File: src/rtl/rnc_pkg.sv
`default_nettype none

package rnc_pkg;

	localparam int unsigned NUM_W   = 12;
	localparam int unsigned CHAR_W  = 7;
	localparam int unsigned PC_W    = 4;
	localparam int unsigned DIG_W   = 4;
	localparam int unsigned IDX_W   = 2;
	localparam int unsigned PLACE_W = 2;
	localparam int unsigned STEP_W  = 10;

	localparam logic [NUM_W-1:0] MAX_NUMBER = 12'd3999;

	localparam logic [CHAR_W-1:0] CH_I  = 7'h49;
	localparam logic [CHAR_W-1:0] CH_V  = 7'h56;
	localparam logic [CHAR_W-1:0] CH_X  = 7'h58;
	localparam logic [CHAR_W-1:0] CH_L  = 7'h4C;
	localparam logic [CHAR_W-1:0] CH_C  = 7'h43;
	localparam logic [CHAR_W-1:0] CH_D  = 7'h44;
	localparam logic [CHAR_W-1:0] CH_M  = 7'h4D;
	localparam logic [CHAR_W-1:0] CH_NL = 7'd10;

	// decimal places
	localparam logic [PLACE_W-1:0] PLACE_ONES  = 2'd0;
	localparam logic [PLACE_W-1:0] PLACE_TENS  = 2'd1;
	localparam logic [PLACE_W-1:0] PLACE_HUNDS = 2'd2;
	localparam logic [PLACE_W-1:0] PLACE_THOUS = 2'd3;

	// symbol within a place: unit, five, next unit
	localparam logic [1:0] SYM_UNIT = 2'd0;
	localparam logic [1:0] SYM_FIVE = 2'd1;
	localparam logic [1:0] SYM_NEXT = 2'd2;

	typedef enum logic [1:0] {
		OP_SUB  = 2'd0,   // repeat: take one place value off the remainder
		OP_TAKE = 2'd1,   // ones digit is what remains
		OP_EMIT = 2'd2,   // repeat: send the digit's letters
		OP_END  = 2'd3    // send newline, finish
	} op_t;

	typedef struct packed {
		op_t                op;
		logic [PLACE_W-1:0] place;
		logic [STEP_W-1:0]  step_val;
	} ucode_t;

	typedef struct packed {
		logic [DIG_W-1:0]   digit;
		logic [IDX_W-1:0]   idx;
		logic [PLACE_W-1:0] place;
	} glyph_req_t;

	typedef struct packed {
		logic [CHAR_W-1:0] letter;
		logic              final_sym;  // last letter of this digit
	} glyph_rsp_t;

	function automatic ucode_t ucode_rom(input logic [PC_W-1:0] pc);
		ucode_t w;
		case (pc)
			4'd0:    w = '{op: OP_SUB,  place: PLACE_THOUS, step_val: 10'd1000};
			4'd1:    w = '{op: OP_EMIT, place: PLACE_THOUS, step_val: 10'd0};
			4'd2:    w = '{op: OP_SUB,  place: PLACE_HUNDS, step_val: 10'd100};
			4'd3:    w = '{op: OP_EMIT, place: PLACE_HUNDS, step_val: 10'd0};
			4'd4:    w = '{op: OP_SUB,  place: PLACE_TENS,  step_val: 10'd10};
			4'd5:    w = '{op: OP_EMIT, place: PLACE_TENS,  step_val: 10'd0};
			4'd6:    w = '{op: OP_TAKE, place: PLACE_ONES,  step_val: 10'd0};
			4'd7:    w = '{op: OP_EMIT, place: PLACE_ONES,  step_val: 10'd0};
			default: w = '{op: OP_END,  place: PLACE_ONES,  step_val: 10'd0};
		endcase
		return w;
	endfunction

	function automatic logic [IDX_W:0] shape_len(input logic [DIG_W-1:0] d);
		logic [IDX_W:0] n;
		case (d)
			4'd0:    n = 3'd0;
			4'd1:    n = 3'd1;
			4'd2:    n = 3'd2;
			4'd3:    n = 3'd3;
			4'd4:    n = 3'd2;
			4'd5:    n = 3'd1;
			4'd6:    n = 3'd2;
			4'd7:    n = 3'd3;
			4'd8:    n = 3'd4;
			default: n = 3'd2;
		endcase
		return n;
	endfunction

	function automatic logic [1:0] shape_sym(input logic [DIG_W-1:0] d,
		input logic [IDX_W-1:0] i);
		logic [1:0] s;
		case (d)
			4'd4:                      s = (i == 2'd0) ? SYM_UNIT : SYM_FIVE;
			4'd5, 4'd6, 4'd7, 4'd8:    s = (i == 2'd0) ? SYM_FIVE : SYM_UNIT;
			4'd9:                      s = (i == 2'd0) ? SYM_UNIT : SYM_NEXT;
			default:                   s = SYM_UNIT;
		endcase
		return s;
	endfunction

	function automatic logic [CHAR_W-1:0] place_letter(input logic [PLACE_W-1:0] p,
		input logic [1:0] s);
		logic [CHAR_W-1:0] c;
		case (p)
			PLACE_ONES:  c = (s == SYM_UNIT) ? CH_I : (s == SYM_FIVE) ? CH_V : CH_X;
			PLACE_TENS:  c = (s == SYM_UNIT) ? CH_X : (s == SYM_FIVE) ? CH_L : CH_C;
			PLACE_HUNDS: c = (s == SYM_UNIT) ? CH_C : (s == SYM_FIVE) ? CH_D : CH_M;
			default:     c = CH_M;
		endcase
		return c;
	endfunction

endpackage

`default_nettype wire

File: src/rtl/rnc_if.sv
`default_nettype none

interface rnc_num_if;
	import rnc_pkg::*;

	logic             valid;
	logic             ready;
	logic [NUM_W-1:0] number;

	modport source (output valid, output number, input ready);
	modport sink   (input valid, input number, output ready);
endinterface

interface rnc_char_if;
	import rnc_pkg::*;

	logic              valid;
	logic              ready;
	logic [CHAR_W-1:0] character;
	logic              last;

	modport source (output valid, output character, output last, input ready);
	modport sink   (input valid, input character, input last, output ready);
endinterface

`default_nettype wire

File: src/rtl/decimal_to_roman_numeral_top.sv
`default_nettype none

// Roman numeral encoder. Each number transaction (0..3999; 4000..4095 are
// treated as 3999) yields a run of ASCII letter transactions, most
// significant place first, closed by a newline (10) with last high; zero
// gives the newline alone. A small microcode table steps a plain datapath:
// for thousands, hundreds and tens it subtracts the place value once per
// cycle to count the digit, then sends that digit's letters one per cycle
// while the output can take them; the ones digit is taken from the
// remainder. One number is worked at a time; the next is taken the cycle
// after the newline step. Letters sit in an output register, so downstream
// stalls only hold the sequencer when a new letter is due.
module decimal_to_roman_numeral_top (
	input  wire logic  clk,
	input  wire logic  arst_n,
	rnc_num_if.sink    numbers,
	rnc_char_if.source glyphs
);
	import rnc_pkg::*;

	// sequencer state
	logic              busy_q;
	logic [PC_W-1:0]   pc_q;
	logic [NUM_W-1:0]  rem_q;   // remainder still to convert
	logic [DIG_W-1:0]  dig_q;   // current digit
	logic [IDX_W-1:0]  idx_q;   // letter index within digit

	// output register
	logic              out_vld_q;
	logic [CHAR_W-1:0] char_q;
	logic              last_q;

	ucode_t     cw;
	glyph_req_t g_req;
	glyph_rsp_t g_rsp;
	logic       can_emit;
	logic       take_in;
	logic       ge_step;
	logic       emit_now;   // a letter or the newline loads this cycle

	assign cw       = ucode_rom(pc_q);
	assign can_emit = !out_vld_q || glyphs.ready;
	assign take_in  = numbers.valid && !busy_q;
	assign ge_step  = rem_q >= {2'b00, cw.step_val};
	assign emit_now = busy_q && can_emit &&
		((cw.op == OP_EMIT && dig_q != '0) || cw.op == OP_END);

	assign numbers.ready    = !busy_q;
	assign glyphs.valid     = out_vld_q;
	assign glyphs.character = char_q;
	assign glyphs.last      = last_q;

	assign g_req = '{digit: dig_q, idx: idx_q, place: cw.place};

	rnc_glyph u_glyph (
		.req(g_req),
		.rsp(g_rsp)
	);

	always_ff @(posedge clk or negedge arst_n) begin
		if (!arst_n) begin
			busy_q    <= 1'b0;
			pc_q      <= '0;
			rem_q     <= '0;
			dig_q     <= '0;
			idx_q     <= '0;
			out_vld_q <= 1'b0;
			char_q    <= '0;
			last_q    <= 1'b0;
		end else begin
			if (glyphs.ready && !emit_now)
				out_vld_q <= 1'b0;

			if (take_in) begin
				busy_q <= 1'b1;
				pc_q   <= '0;
				dig_q  <= '0;
				idx_q  <= '0;
				rem_q  <= (numbers.number > MAX_NUMBER) ? MAX_NUMBER : numbers.number;
			end else if (busy_q) begin
				case (cw.op)
					OP_SUB: begin
						if (ge_step) begin
							rem_q <= rem_q - {2'b00, cw.step_val};
							dig_q <= dig_q + 4'd1;
						end else begin
							pc_q <= pc_q + 4'd1;
						end
					end
					OP_TAKE: begin
						dig_q <= rem_q[DIG_W-1:0];
						pc_q  <= pc_q + 4'd1;
					end
					OP_EMIT: begin
						if (dig_q == '0) begin
							pc_q <= pc_q + 4'd1;
						end else if (can_emit) begin
							out_vld_q <= 1'b1;
							char_q    <= g_rsp.letter;
							last_q    <= 1'b0;
							if (g_rsp.final_sym) begin
								pc_q  <= pc_q + 4'd1;
								dig_q <= '0;
								idx_q <= '0;
							end else begin
								idx_q <= idx_q + 2'd1;
							end
						end
					end
					OP_END: begin
						if (can_emit) begin
							out_vld_q <= 1'b1;
							char_q    <= CH_NL;
							last_q    <= 1'b1;
							busy_q    <= 1'b0;
						end
					end
					default: begin
						busy_q <= 1'b0;
					end
				endcase
			end
		end
	end

	// a run is closed only by the newline
	a_last_is_nl: assert property (@(posedge clk) disable iff (!arst_n)
		glyphs.valid && glyphs.last |-> glyphs.character == CH_NL)
		else $error("last set on a letter");

	// a taken number starts the program afresh
	a_start: assert property (@(posedge clk) disable iff (!arst_n)
		numbers.valid && numbers.ready |=> busy_q && pc_q == '0 && dig_q == '0)
		else $error("sequencer not restarted");

	// digits stay decimal
	a_digit: assert property (@(posedge clk) disable iff (!arst_n)
		busy_q |-> dig_q <= 4'd9)
		else $error("digit out of range");

	// by the ones step only the ones digit is left
	a_ones: assert property (@(posedge clk) disable iff (!arst_n)
		busy_q && cw.op == OP_TAKE |-> rem_q < 12'd10)
		else $error("remainder too large at ones step");

endmodule

`default_nettype wire

File: src/rtl/rnc_glyph.sv
`default_nettype none

// Letter lookup: digit shape, symbol slot, place letters.
module rnc_glyph (
	input  rnc_pkg::glyph_req_t req,
	output rnc_pkg::glyph_rsp_t rsp
);
	import rnc_pkg::*;

	logic [IDX_W:0] len;
	logic [1:0]     sym;

	always_comb begin
		len           = shape_len(req.digit);
		sym           = shape_sym(req.digit, req.idx);
		rsp.letter    = place_letter(req.place, sym);
		rsp.final_sym = ({1'b0, req.idx} + 3'd1) >= len;
	end
endmodule

`default_nettype wire

File: src/flat_wrapper.sv
// flat-port wrapper written by rule: the top's interface ports become plain ports
module decimal_to_roman_numeral_top_flat import rnc_pkg::*;
  (clk, arst_n, numbers_valid, numbers_number, numbers_ready, glyphs_valid, glyphs_character, glyphs_last, glyphs_ready);
  rnc_num_if numbers_i ();
  rnc_char_if glyphs_i ();
  input  wire logic clk;
  input  wire logic arst_n;
  input wire logic [$bits(numbers_i.valid)-1:0] numbers_valid;
  input wire logic [$bits(numbers_i.number)-1:0] numbers_number;
  output wire logic [$bits(numbers_i.ready)-1:0] numbers_ready;
  output wire logic [$bits(glyphs_i.valid)-1:0] glyphs_valid;
  output wire logic [$bits(glyphs_i.character)-1:0] glyphs_character;
  output wire logic [$bits(glyphs_i.last)-1:0] glyphs_last;
  input wire logic [$bits(glyphs_i.ready)-1:0] glyphs_ready;
  assign numbers_i.valid = numbers_valid;
  assign numbers_i.number = numbers_number;
  assign numbers_ready = numbers_i.ready;
  assign glyphs_valid = glyphs_i.valid;
  assign glyphs_character = glyphs_i.character;
  assign glyphs_last = glyphs_i.last;
  assign glyphs_i.ready = glyphs_ready;
  decimal_to_roman_numeral_top u_core (.clk(clk), .arst_n(arst_n), .numbers(numbers_i), .glyphs(glyphs_i));
endmodule
File: config.mk
export PLATFORM = sky130hd
export DESIGN_NAME = decimal_to_roman_numeral_top_flat
export DESIGN_NICKNAME = d
export VERILOG_FILES = /design/src/rtl/rnc_pkg.sv /design/src/rtl/rnc_if.sv /design/src/rtl/decimal_to_roman_numeral_top.sv /design/src/rtl/rnc_glyph.sv /design/src/flat_wrapper.sv
export SDC_FILE = /design/constraint.sdc
export NUM_CORES = 1
export LEC_CHECK = 0
export ABC_CLOCK_PERIOD_IN_PS = 3500
export BUFFER_PORTS_ARGS = -buffer_cell sky130_fd_sc_hd__buf_2
export CORE_ASPECT_RATIO = 1.5
export CORE_MARGIN = 2
export CORE_UTILIZATION = 59
export CTS_CLUSTER_DIAMETER = 100
export DETAILED_ROUTE_END_ITERATION = 8
export GPL_TIMING_DRIVEN = 0
export PLACE_DENSITY_LB_ADDON = 0.3
export SYNTH_ARGS = -nofsm -noshare
export SYNTH_HDL_FRONTEND = slang
export SYNTH_SLANG_ARGS = --single-unit
export TNS_END_PERCENT = 50
File: constraint.sdc
create_clock -name clk -period 3.5 [get_ports clk]
set_input_delay 0.35 -clock clk [delete_from_list [all_inputs] [get_ports clk]]
set_output_delay 0.35 -clock clk [all_outputs]
set_load 0.01 [all_outputs]
# Word level (Yosys, flattened, before mapping)
# Memories as Yosys holds them, arrays and structs flattened.
# Cells that the tools add are included.
[totals] elab_cells=126 regBits=32 n_memories=2 rom_bits=144 input_bits=16
[memory_table] memory="(no name shown)" words=8 word_bits=12 read_ports=1 rd_ports_with_merged_regs=0 write_ports=0 line="rnc_pkg.sv:61" source="case (pc)"
[memory_table] memory="(no name shown)" words=16 word_bits=3 read_ports=1 rd_ports_with_merged_regs=0 write_ports=0 line="rnc_pkg.sv:77" source="case (d)"
[classes] eq_ne=23 n_bitwise=1 muxes=55 magnitude_cmp=3 n_reduce_logical=29 n_addsub=5
[op_table] operator="$mux 4" n=16
[op_table] operator="$mux 12" n=5
[op_table] operator="$pmux 4 s3" n=2
[op_table] operator="$mux 7" n=3
[op_table] operator="$eq 4x3->1 const B" n=4
[op_table] operator="$pmux 5 s3" n=1
[op_table] operator="$mux 1" n=14
[op_table] operator="$mux 14" n=1
[op_table] operator="$mux 2" n=7
[op_table] operator="$pmux 7 s2" n=1
[op_table] operator="$ge 12x10->1" n=1
[op_table] operator="$gt 12x12->1 const B" n=1
[op_table] operator="$reduce_and 6->1" n=2
[op_table] operator="$reduce_bool 2->1" n=6
[op_table] operator="$sub 12x10->12" n=1
[op_table] operator="$mux 5" n=2
[op_table] operator="$ne 3x1->1 const B" n=3
[op_table] operator="$add 4x1->4 const B" n=2
[op_table] operator="$eq 4x4->1 const B" n=2
[op_table] operator="$logic_not 2->1" n=4
[op_table] operator="$ne 4x2->1 const B" n=2
[op_table] operator="$reduce_bool 4->1" n=2
[op_table] operator="$eq 2x1->1 const B" n=3
[op_table] operator="$eq 2x2->1 const B" n=3
[op_table] operator="other kinds (17)" n=28

# Longest topological paths before layout
# Gate-level depths: netlist of run 1.
# An unclocked memory read counts as a cell.
[depth] word_depth=14 mapped_depth=13 ltp_nobuf=11

# Modules after synthesis
# Synthesis of run 1 repeated with hierarchy kept, for this count alone.
[hier_totals] cells_unflattened=282 hier_area_um2=2534.9
[by_module_without_submodules] mod="decimal_to_roman_numeral_top" cells_per_inst=234 area_each_um2=2212.1 instances=1
[by_module_without_submodules] mod="rnc_glyph" cells_per_inst=48 area_each_um2=322.8 instances=1

# Worst setup path before layout of run 1
# No wires, ideal clock.
[synth_timing] path_type="reg-to-reg" from="reg u_core.pc_q[1]" to="reg u_core.dig_q[1]" t_required_ps=3380 slack_ps=729 stages_incl_launch_ff=13 t_arrival_ps=2651 path_cell_list="dfrtp_1 > clkbuf_1 > inv_1 > ha_1 > nand2b_1 > nand2b_1 > ha_1 > a211oi_1 > nor2_1 > nor4_1 > nand3_1 > a32o_1 > a31o_2"
[synth_via] elab_chain_cells=6 word_cells_on_any_way=15
[synth_rtl] element="from (decl)" line="decimal_to_roman_numeral_top.sv:23" source="logic [PC_W-1:0] pc_q;"
[synth_rtl] element="from (signal assigned)" line="decimal_to_roman_numeral_top.sv:87" source="pc_q <= pc_q + 4'd1;"
[synth_rtl] element="from (signal assigned)" line="decimal_to_roman_numeral_top.sv:92" source="pc_q <= pc_q + 4'd1;"
[synth_rtl] element="from (signal assigned)" line="decimal_to_roman_numeral_top.sv:96" source="pc_q <= pc_q + 4'd1;"
[synth_rtl] element="$mem_v2 8x12 (*)"
[synth_rtl] element="$mux 14 (*)" line="rnc_pkg.sv:61"
[synth_rtl] element="branches (longest 4 deep; another with $ge 12x10->1)"
[synth_rtl] element="to (signal assigned)" line="decimal_to_roman_numeral_top.sv:85" source="dig_q <= dig_q + 4'd1;"
[synth_rtl] element="to (signal assigned)" line="decimal_to_roman_numeral_top.sv:91" source="dig_q <= rem_q[DIG_W-1:0];"
[synth_rtl] element="to (decl)" line="decimal_to_roman_numeral_top.sv:25" source="logic [DIG_W-1:0] dig_q;"
# Mark *: on every way between the ends. The select of a mux whose other input is x is not followed.
# A chain may end at the register's enable or synchronous reset.

# Worst setup path after layout of run 1
[layout_timing] from="reg u_core.pc_q[1]" to="reg u_core.rem_q[11]"
[layout_via] elab_chain_cells=7 word_cells_on_any_way=12
[layout_rtl] element="$mem_v2 8x12 (*)"
[layout_rtl] element="$mux 14 (*)" line="rnc_pkg.sv:61"
[layout_rtl] element="$sub 12x10->12" line="decimal_to_roman_numeral_top.sv:84" source="rem_q <= rem_q - {2'b00, cw.step_val};"
[layout_rtl] element="$mux 12" line="decimal_to_roman_numeral_top.sv:83" source="if (ge_step) begin"
[layout_rtl] element="$mux 12" line="decimal_to_roman_numeral_top.sv:81" source="case (cw.op)"
[layout_rtl] element="$mux 12" line="decimal_to_roman_numeral_top.sv:80" source="end else if (busy_q) begin"
[layout_rtl] element="$mux 12" line="decimal_to_roman_numeral_top.sv:74" source="if (take_in) begin"
[layout_rtl] element="to (signal assigned)" line="decimal_to_roman_numeral_top.sv:79" source="rem_q <= (numbers.number > MAX_NUMBER) ? MAX_NUMBER : numbers.number;"
[layout_rtl] element="to (signal assigned)" line="decimal_to_roman_numeral_top.sv:84"
[layout_rtl] element="to (decl)" line="decimal_to_roman_numeral_top.sv:24" source="logic [NUM_W-1:0] rem_q;"
# Every way passes the cells marked *; elsewhere a longest branch is shown, timed or not. The select of a mux whose other input is x is not followed.

==> results.sh, run 1 <==
export IMPL_track_usage_pct=26.55
export IMPL_syn2layout_area_growth_pct=10.42
export IMPL_drt_total_wl_mm=5.784
export IMPL_insertion_delay_ps=290
export IMPL_async_flop_share_pct=100.0
export IMPL_dr_pass1_iters=4
export IMPL_yosys_register_bits=31
export IMPL_synthesis_nets=337
export IMPL_grt_max_degree=32
export IMPL_cts_setup_buffers=0
export IMPL_cpMaxStageDelayCell="or4b_1"
export IMPL_place_gp_congestion=0.8342
export IMPL_rsz0062_at_grt="false"
export IMPL_worstMarginPinSlew_ps=746.7
export IMPL_hold_viol=0
export IMPL_cts_sinks=31
export IMPL_yosys_area_top_type="dfrtp_1"
export IMPL_viasPerCell=6.177
export IMPL_crit_fanout=8
export IMPL_post_cts_resized=0
export IMPL_slew_headroom_pct=50.22
export IMPL_cp_start_kind="flop"
export IMPL_syn_cell_area_um2=2510
export IMPL_drc_errors=0
export IMPL_cap_violations=0
export IMPL_synth_commonest_cells="nand2_1, dfrtp_1, ha_1"
export IMPL_dieArea_um2=4803
export IMPL_path_cells="clkbuf_1, inv_1, ha_1, nand2b_1, nor2_1, ha_1, fa_1, o21ai_0, a31oi_1, o21ai_0, or4b_1, a31oi_1"
export IMPL_synth_area_per_cell_um2=8.537
export IMPL_fin_crit_ps=3247
export IMPL_ant_nets=0
export IMPL_fin_skew_ps=5.128
export IMPL_seq_area_frac_synth_pct=30.91
export IMPL_yosysMostFrequentCell="nand2_1"
export IMPL_yosysUniqueCellTypes=61
export IMPL_dieHeight_um=83.88
export IMPL_htreeDepth=2
export IMPL_ys_warn_count=0
export IMPL_grt_ovfl_total=0
export IMPL_io_pins=26
export IMPL_cts_root_buffer="clkbuf_8"
export IMPL_fmax_mhz=307.9
export IMPL_path_clk_slew_ps=70
export IMPL_worstPathArrival_ps=3460
export IMPL_dp_hpwl_mm=4.432
export IMPL_fin_crit_sh_pct=92.78
export IMPL_synthCells=294
export IMPL_critPathKind="reg2reg"
export IMPL_crit_required_ps=3710
export IMPL_drt_iter0_markers=73
export IMPL_start_util_pct=60.15
export IMPL_routedWlPerCell_um=15.55
export IMPL_portBuffers=24
export IMPL_synth_edf_count=0
export IMPL_slew_viol_final=0
export IMPL_grt_pass1_vias=2307
export IMPL_setup_violations=0
export IMPL_synth_top_area_share_pct=30.91
export IMPL_crit_family="compound AO/OA/AOI/OAI gates"
export IMPL_die_w_um=57.26
export IMPL_critPathMaxStageDelay_ps=540
export IMPL_grt_pass1_wl_mm=9.949
export IMPL_path_buf_inv=2
export IMPL_end_kind="flop"
export IMPL_run_status="completed"
export IMPL_synth_area_leaders="dfrtp_1, ha_1, nand2_1, o21ai_0, inv_1"
export IMPL_cts_tree="built"
export IMPL_fp_row_count=29
export IMPL_fp_coreArea_um2=4173
export IMPL_min_path_type="in2async"
export IMPL_clockBufferDepth=2
export IMPL_diodes=0
export IMPL_nets=368
export IMPL_drive_above_1_share_pct=16.87
export IMPL_totalNegativeSetupSlack_ps=0
export IMPL_synthFlopType="dfrtp_1"
export IMPL_antenna_found_initial=0
export IMPL_finalHoldWorstSlack_ps=108.0
export IMPL_via_count=2298
export IMPL_cts_hold_buf=0
export IMPL_finalCoreUtilization_pct=66.42
export IMPL_numCtsBuffers=5
[through the flow]
step | area (um2) | cells | worst slack [ps]
final | 2771 | 372 | 252.7
after global routing | 2771 | 372 | 3.892
after CTS | 2771 | 372 | 264.1
after detailed placement | 2688 | 364 | 312.8
after global placement | 2688 | 364 | 317.6
after floorplan | 2510 | 294 | 728.9
[flip-flops by register name, indices dropped and copies added, names as in the netlist]
| signal | flops |
|---|---|
| u_core.busy_q | 1 |
| u_core.dig_q | 4 |
| u_core.glyphs.character | 6 |
| u_core.glyphs.last | 1 |
| u_core.glyphs.valid | 1 |
| u_core.idx_q | 2 |
| u_core.pc_q | 4 |
| u_core.rem_q | 12 |
[kinds of logic (layout without fill, tap and decap cells)]
| family | Yosys count | in the layout | share of synthesized area [%] |
|---|---|---|---|
| and+or+nand+nor | 101 | 101 | 19.74 |
| AOI/OAI and AO/OA | 85 | 85 | 23.68 |
| buffers and inverters | 33 | 65 | 5.383 |
| DFF | 31 | 31 | 30.91 |
| adders and majority gates | 27 | 27 | 13.76 |
| muxes | 10 | 10 | 4.287 |
| xor gates and xnor gates | 6 | 6 | 2.094 |
| other | 1 | 1 | 0.1494 |
[cell usage in the layout (no fill, tap or decap), types with 2 or more instances in the layout]
master	instances
xnor2_1	4
o41ai_1	2
buf_4	2
nand3b_1	2
nor2b_1	7
nand3_1	11
a21oi_1	12
nand2_1	33
inv_1	22
o31ai_1	6
clkbuf_8	5
a311oi_1	2
nor3_1	5
a41o_1	2
o21ai_0	23
or3_1	2
mux2i_1	4
a21boi_0	2
ha_1	26
mux2_2	6
a31oi_1	7
or2_2	4
clkinv_2	3
nand2b_1	4
a211oi_1	3
dfrtp_1	31
a32o_1	2
and2_1	3
buf_2	26
xor2_1	2
o22ai_1	5
clkbuf_1	6
nor2_1	22
[final cells by class]
type	count	area, um2
tap	46	57.56
multi-input combinational	230	1599
buffer	11	52.55
fill	369	1401
timing repair buffer	24	120.1
clock inverter	3	15.01
clock buffer	5	68.82
sequential	31	775.7
inverter	22	82.58
[per-layer routing]
metal	track usage [%]	wire length [um]	vias to the layer above
met5	0	0	-
met4	11.84	177	0
met3	4.341	233	17
met2	50.57	3172	64
met1	27.08	2200	1090
li1	-	-	1127
[worst paths after layout]
| check | start | to | slack, ps | cells after the start |
|---|---|---|---|---|
| min in group clk | numbers_number[0] | u_core.rem_q[0] | 270 | 2 |
| worst max-delay path | u_core.pc_q[1] | u_core.rem_q[11] | 250 | 12 |
| max in group asynchronous | arst_n | u_core.idx_q[1] | 2900 | 1 |
| worst max register to register | u_core.pc_q[1] | u_core.rem_q[11] | 250 | 12 |
| worst min-delay path | arst_n | u_core.idx_q[0] | 110 | 1 |
| worst min register to register | u_core.glyphs.character[2] | u_core.glyphs.character[2] | 470 | 2 |
Power of run 1 is not shown: default switching activity piles up to over one toggle a cycle in this logic, so the estimate is an artifact.
==> inputs of run 2 (changes only) <==
--- a/config.mk
+++ b/config.mk
@@ -5,11 +5,12 @@
 export SDC_FILE = /design/constraint.sdc
 export NUM_CORES = 1
 export LEC_CHECK = 0
-export ABC_CLOCK_PERIOD_IN_PS = 3500
+export ABC_CLOCK_PERIOD_IN_PS = 4100
 export BUFFER_PORTS_ARGS = -buffer_cell sky130_fd_sc_hd__buf_2
-export CORE_ASPECT_RATIO = 1.5
+export CAP_MARGIN = 20
+export CORE_ASPECT_RATIO = 1.2
 export CORE_MARGIN = 2
-export CORE_UTILIZATION = 59
+export CORE_UTILIZATION = 61
 export CTS_CLUSTER_DIAMETER = 100
 export DETAILED_ROUTE_END_ITERATION = 8
 export GPL_TIMING_DRIVEN = 0
==> constraint.sdc (replaced) <==
create_clock -name clk -period 4.1 [get_ports clk]
set_input_delay 0.41 -clock clk [delete_from_list [all_inputs] [get_ports clk]]
set_output_delay 0.41 -clock clk [all_outputs]
set_load 0.01 [all_outputs]
==> results.sh, run 2 (same netlist as run 1, synthesis figures left out) <==
export IMPL_run_status="completed"
export IMPL_cp_start_kind="flop"
export IMPL_diodes=0
export IMPL_ant_nets=0
export IMPL_worstMarginPinSlew_ps=698.5
export IMPL_cts_tree="built"
export IMPL_drt_total_wl_mm=5.722
export IMPL_syn2layout_area_growth_pct=11.47
export IMPL_die_w_um=62.56
export IMPL_path_cells="clkbuf_1, inv_1, ha_1, nand2b_1, nor2_1, ha_1, fa_1, o21ai_0, a31oi_1, o21ai_0, o31ai_1, mux2_2"
export IMPL_crit_path_end="u_core.rem_q[9]"
export IMPL_place_gp_congestion=0.8851
export IMPL_cts_hold_buf=0
export IMPL_grt_pass1_wl_mm=9.915
export IMPL_rsz0062_at_grt="false"
export IMPL_grt_max_degree=32
export IMPL_insertion_delay_ps=290
export IMPL_path_clk_slew_ps=70
export IMPL_cap_violations=0
export IMPL_crit_start="u_core.pc_q[1]"
export IMPL_grt_pass1_vias=2243
export IMPL_drive_above_1_share_pct=16.56
export IMPL_portBuffers=24
export IMPL_critPathMaxStageDelay_ps=420
export IMPL_cts_setup_buffers=0
export IMPL_totalNegativeSetupSlack_ps=0
export IMPL_mostFrequentLayoutCells="nand2_1, dfrtp_1, buf_2, ha_1, o21ai_0"
export IMPL_grt_ovfl_total=0
export IMPL_io_pins=26
export IMPL_numCtsBuffers=5
export IMPL_crit_required_ps=4280
export IMPL_drc_errors=0
export IMPL_dieArea_um2=4646
export IMPL_crit_fanout=8
export IMPL_fin_skew_ps=5.028
export IMPL_largest_register_ffs=12
export IMPL_drt_iter0_markers=133
export IMPL_post_cts_resized=0
export IMPL_nets=368
export IMPL_hold_viol=0
export IMPL_r2r_worst_path_cells=12
export IMPL_clockBufferDepth=2
export IMPL_crit_cells=12
export IMPL_routedWlPerCell_um=15.06
export IMPL_critPathKind="reg2reg"
export IMPL_path_buf_inv=2
export IMPL_dr_pass1_iters=4
export IMPL_start_util_pct=63.68
export IMPL_finalInstanceArea_um2=2798
export IMPL_viasPerCell=6.024
export IMPL_reg2reg_from="u_core.pc_q[1]"
export IMPL_fp_row_count=25
export IMPL_postPlaceCellArea_um2=2698
export IMPL_fin_crit_sh_pct=80.46
export IMPL_min_path_type="in2async"
export IMPL_cts_root_buffer="clkbuf_8"
export IMPL_dp_hpwl_mm=4.315
export IMPL_crit_family="compound AO/OA/AOI/OAI gates"
export IMPL_slew_viol_final=0
export IMPL_cts_sinks=31
export IMPL_htreeDepth=2
export IMPL_setup_violations=0
export IMPL_end_kind="flop"
export IMPL_worst_r2r_endpoint="u_core.rem_q[9]"
export IMPL_track_usage_pct=27.04
export IMPL_layout_commonest_cell="nand2_1"
export IMPL_fmax_mhz=303.1
export IMPL_max_flop_register="u_core.rem_q"
export IMPL_reg2reg_setup_slack_ps=800
export IMPL_worstPathArrival_ps=3480
export IMPL_antenna_found_initial=0
export IMPL_fin_crit_ps=3299
export IMPL_cpMaxStageDelayCell="fa_1"
export IMPL_dieHeight_um=74.27
export IMPL_via_count=2289
export IMPL_slew_headroom_pct=53.44
export IMPL_fp_coreArea_um2=3941
==> run 2: cell types whose count changed in the layout (fill, tap and decap cells not counted), sizes merged <==
cell	delta
clkbuf	+3
clkinv	-3
==> run 2: layout make-up <==
class,instances,area (um2)
clock buffers,8,100.1
plain buffers,11,52.55
flip-flops and latches,31,775.7
well taps,54,67.56
multi-input cells,230,1599
repair buffers,24,120.1
inverters,22,82.58
fillers,359,1144
==> run 2: metrics by stage <==
stage / hold slack, ps / setup slack, ps / instances / utilization (%)
after global placement: 453.6 / 958.8 / 372 / 68.44
final: 163.6 / 801.3 / 380 / 70.98
after CTS: 188.5 / 825.1 / 380 / 70.98
after global routing: 234.1 / 450.1 / 380 / 70.98
after floorplan: 114.4 / 1329 / 294 / -
after detailed placement: 458.3 / 884.6 / 372 / 68.44
==> run 2: worst min-delay path by stage <==
stage | startpoint | end | slack [ps] | depth (start not counted)
after floorplan | arst_n | u_core.busy_q | 110 | 0
after detailed placement | u_core.glyphs.character[6] | u_core.glyphs.character[6] | 460 | 2
after global routing | arst_n | u_core.dig_q[3] | 230 | 1
after CTS | arst_n | u_core.rem_q[4] | 190 | 1
after global placement | u_core.glyphs.character[6] | u_core.glyphs.character[6] | 450 | 2
final | arst_n | u_core.glyphs.character[6] | 160 | 1
==> run 2: per-layer routing <==
layer	vias up	wire, um	global-route usage [%]
li1	1126	-	-
met1	1093	2469	31.33
met2	56	2929	50.18
met3	14	191	3.782
met4	0	132	12.59
met5	-	0	0
Power of run 2 is left out for the same reason.
==> inputs of run 3 (changes only) <==
--- a/config.mk
+++ b/config.mk
@@ -5,12 +5,12 @@
 export SDC_FILE = /design/constraint.sdc
 export NUM_CORES = 1
 export LEC_CHECK = 0
-export ABC_CLOCK_PERIOD_IN_PS = 4100
+export ABC_CLOCK_PERIOD_IN_PS = 2900
 export BUFFER_PORTS_ARGS = -buffer_cell sky130_fd_sc_hd__buf_2
 export CAP_MARGIN = 20
 export CORE_ASPECT_RATIO = 1.2
 export CORE_MARGIN = 2
-export CORE_UTILIZATION = 61
+export CORE_UTILIZATION = 54
 export CTS_CLUSTER_DIAMETER = 100
 export DETAILED_ROUTE_END_ITERATION = 8
 export GPL_TIMING_DRIVEN = 0
==> constraint.sdc (replaced) <==
create_clock -name clk -period 2.9 [get_ports clk]
set_input_delay 0.29 -clock clk [delete_from_list [all_inputs] [get_ports clk]]
set_output_delay 0.29 -clock clk [all_outputs]
set_load 0.01 [all_outputs]
==> results.sh, run 3 (same netlist as run 1, synthesis figures left out) <==
export IMPL_slew_viol_final=0
export IMPL_dr_pass1_iters=4
export IMPL_drt_iter0_markers=144
export IMPL_grt_ovfl_total=0
export IMPL_setup_violations=0
export IMPL_syn2layout_area_growth_pct=22.18
export IMPL_portBuffers=24
export IMPL_insertion_delay_ps=290
export IMPL_largest_register_ffs=12
export IMPL_diodes=0
export IMPL_die_w_um=66.24
export IMPL_dp_hpwl_mm=4.167
export IMPL_fin_crit_ps=2822
export IMPL_grt_pass1_wl_mm=10.19
export IMPL_dp_cells=376
export IMPL_htreeDepth=2
export IMPL_totalNegativeSetupSlack_ps=0
export IMPL_worstPathArrival_ps=3020
export IMPL_drc_errors=0
export IMPL_grt_pass1_vias=2254
export IMPL_cts_root_buffer="clkbuf_8"
export IMPL_track_usage_pct=24.90
export IMPL_crit_fanout=8
export IMPL_cts_tree="built"
export IMPL_reg2reg_from="u_core.pc_q[1]"
export IMPL_ant_nets=0
export IMPL_run_status="completed"
export IMPL_fin_crit_sh_pct=97.31
export IMPL_worstMarginPinSlew_ps=727.4
export IMPL_antenna_found_initial=0
export IMPL_fin_skew_ps=7.283
export IMPL_cts_sinks=31
export IMPL_cp_start_kind="flop"
export IMPL_max_flop_register="u_core.rem_q"
export IMPL_dieHeight_um=78.68
export IMPL_critPathKind="reg2reg"
export IMPL_min_path_type="in2async"
export IMPL_place_gp_congestion=0.8988
export IMPL_clockBufferDepth=2
export IMPL_start_util_pct=55.44
export IMPL_path_clk_slew_ps=70
export IMPL_final_cells=390
export IMPL_fmax_mhz=354.4
export IMPL_crit_start="u_core.pc_q[1]"
export IMPL_hold_viol=0
export IMPL_n_fill_cell=361
export IMPL_grt_max_degree=32
export IMPL_postPlaceCellArea_um2=2703
export IMPL_io_pins=26
export IMPL_drt_total_wl_mm=6.111
export IMPL_slew_headroom_pct=51.50
export IMPL_viasPerCell=5.913
export IMPL_cap_violations=0
export IMPL_routedWlPerCell_um=15.67
export IMPL_drive_above_1_share_pct=28.01
export IMPL_fp_coreArea_um2=4527
export IMPL_cts_hold_buf=0
export IMPL_fp_row_count=27
export IMPL_crit_required_ps=3100
export IMPL_nets=374
export IMPL_numCtsBuffers=5
export IMPL_mostFrequentLayoutCells="nand2_1, dfrtp_1, buf_2"
export IMPL_finalInstanceArea_um2=3067
export IMPL_end_kind="flop"
export IMPL_dieArea_um2=5211
export IMPL_layout_commonest_cell="nand2_1"
export IMPL_via_count=2306
[run 3: changes by cell type in the layout (fill, tap and decap cells not counted), sizes merged]
cell,previous run,this run
buf,28,35
bufinv,0,1
clkbuf,15,12
clkinv,0,1
[run 3: layer usage]
metal	GRT usage, %	wire length [um]	vias up
li1	-	-	1150
met3	5.301	295	14
met4	10.00	123	0
met1	29.52	2525	1064
met2	43.00	3166	78
met5	0	0	-
[run 3: final timing paths]
check / endpoint / slack, ps / cells after the start
setup / recovery: u_core.rem_q[11] / 80 / 12
hold / removal: u_core.glyphs.character[6] / 60 / 1
setup reg to reg: u_core.rem_q[11] / 80 / 12
hold reg to reg: u_core.glyphs.character[6] / 470 / 2
max in group asynchronous: u_core.dig_q[0] / 2330 / 1
min in group clk: u_core.rem_q[0] / 220 / 2
[run 3: critical path, cell delays in order (launching register included)]
cell and delay (ps):
dfrtp_1 380, clkbuf_4 170, inv_2 70, ha_2 190, nand2b_4 80, nor2_1 120
ha_2 240, fa_1 240, o21ai_2 80, a31oi_2 280, o21ai_2 140, or4b_4 540
a31oi_1 190
[run 3: layout make-up]
cell class	count	area (um2)	share of cell area, %
multi-input combinational	230	1788	58.30
sequential	31	779.5	25.42
timing repair buffer	31	172.7	5.630
clock buffer	6	82.58	2.693
inverter	22	82.58	2.693
tap	58	72.57	2.366
buffer	10	53.80	1.754
clock inverter	2	35.03	1.142
[run 3: what timing repair did]
action | 4_1_cts | 5_1_grt
gates cloned | 0 | 0
pin swaps | 6 | 6
gates resized for setup | 14 | 32
setup endpoints to repair | 19 | 19
setup buffers | 3 | 4
[run 3: metrics by stage]
stage | utilization, % | hold WS (ps) | setup slack, ps
final | 67.74 | 61.74 | 78.15
after global routing | 67.74 | 122.2 | -78.38
after CTS | 64.34 | 79.83 | 6.853
after detailed placement | 59.70 | 390.7 | -267.8
after global placement | 59.70 | 389.8 | -230.1
after floorplan | - | -5.591 | 128.9
Power of run 3 is left out for the same reason.
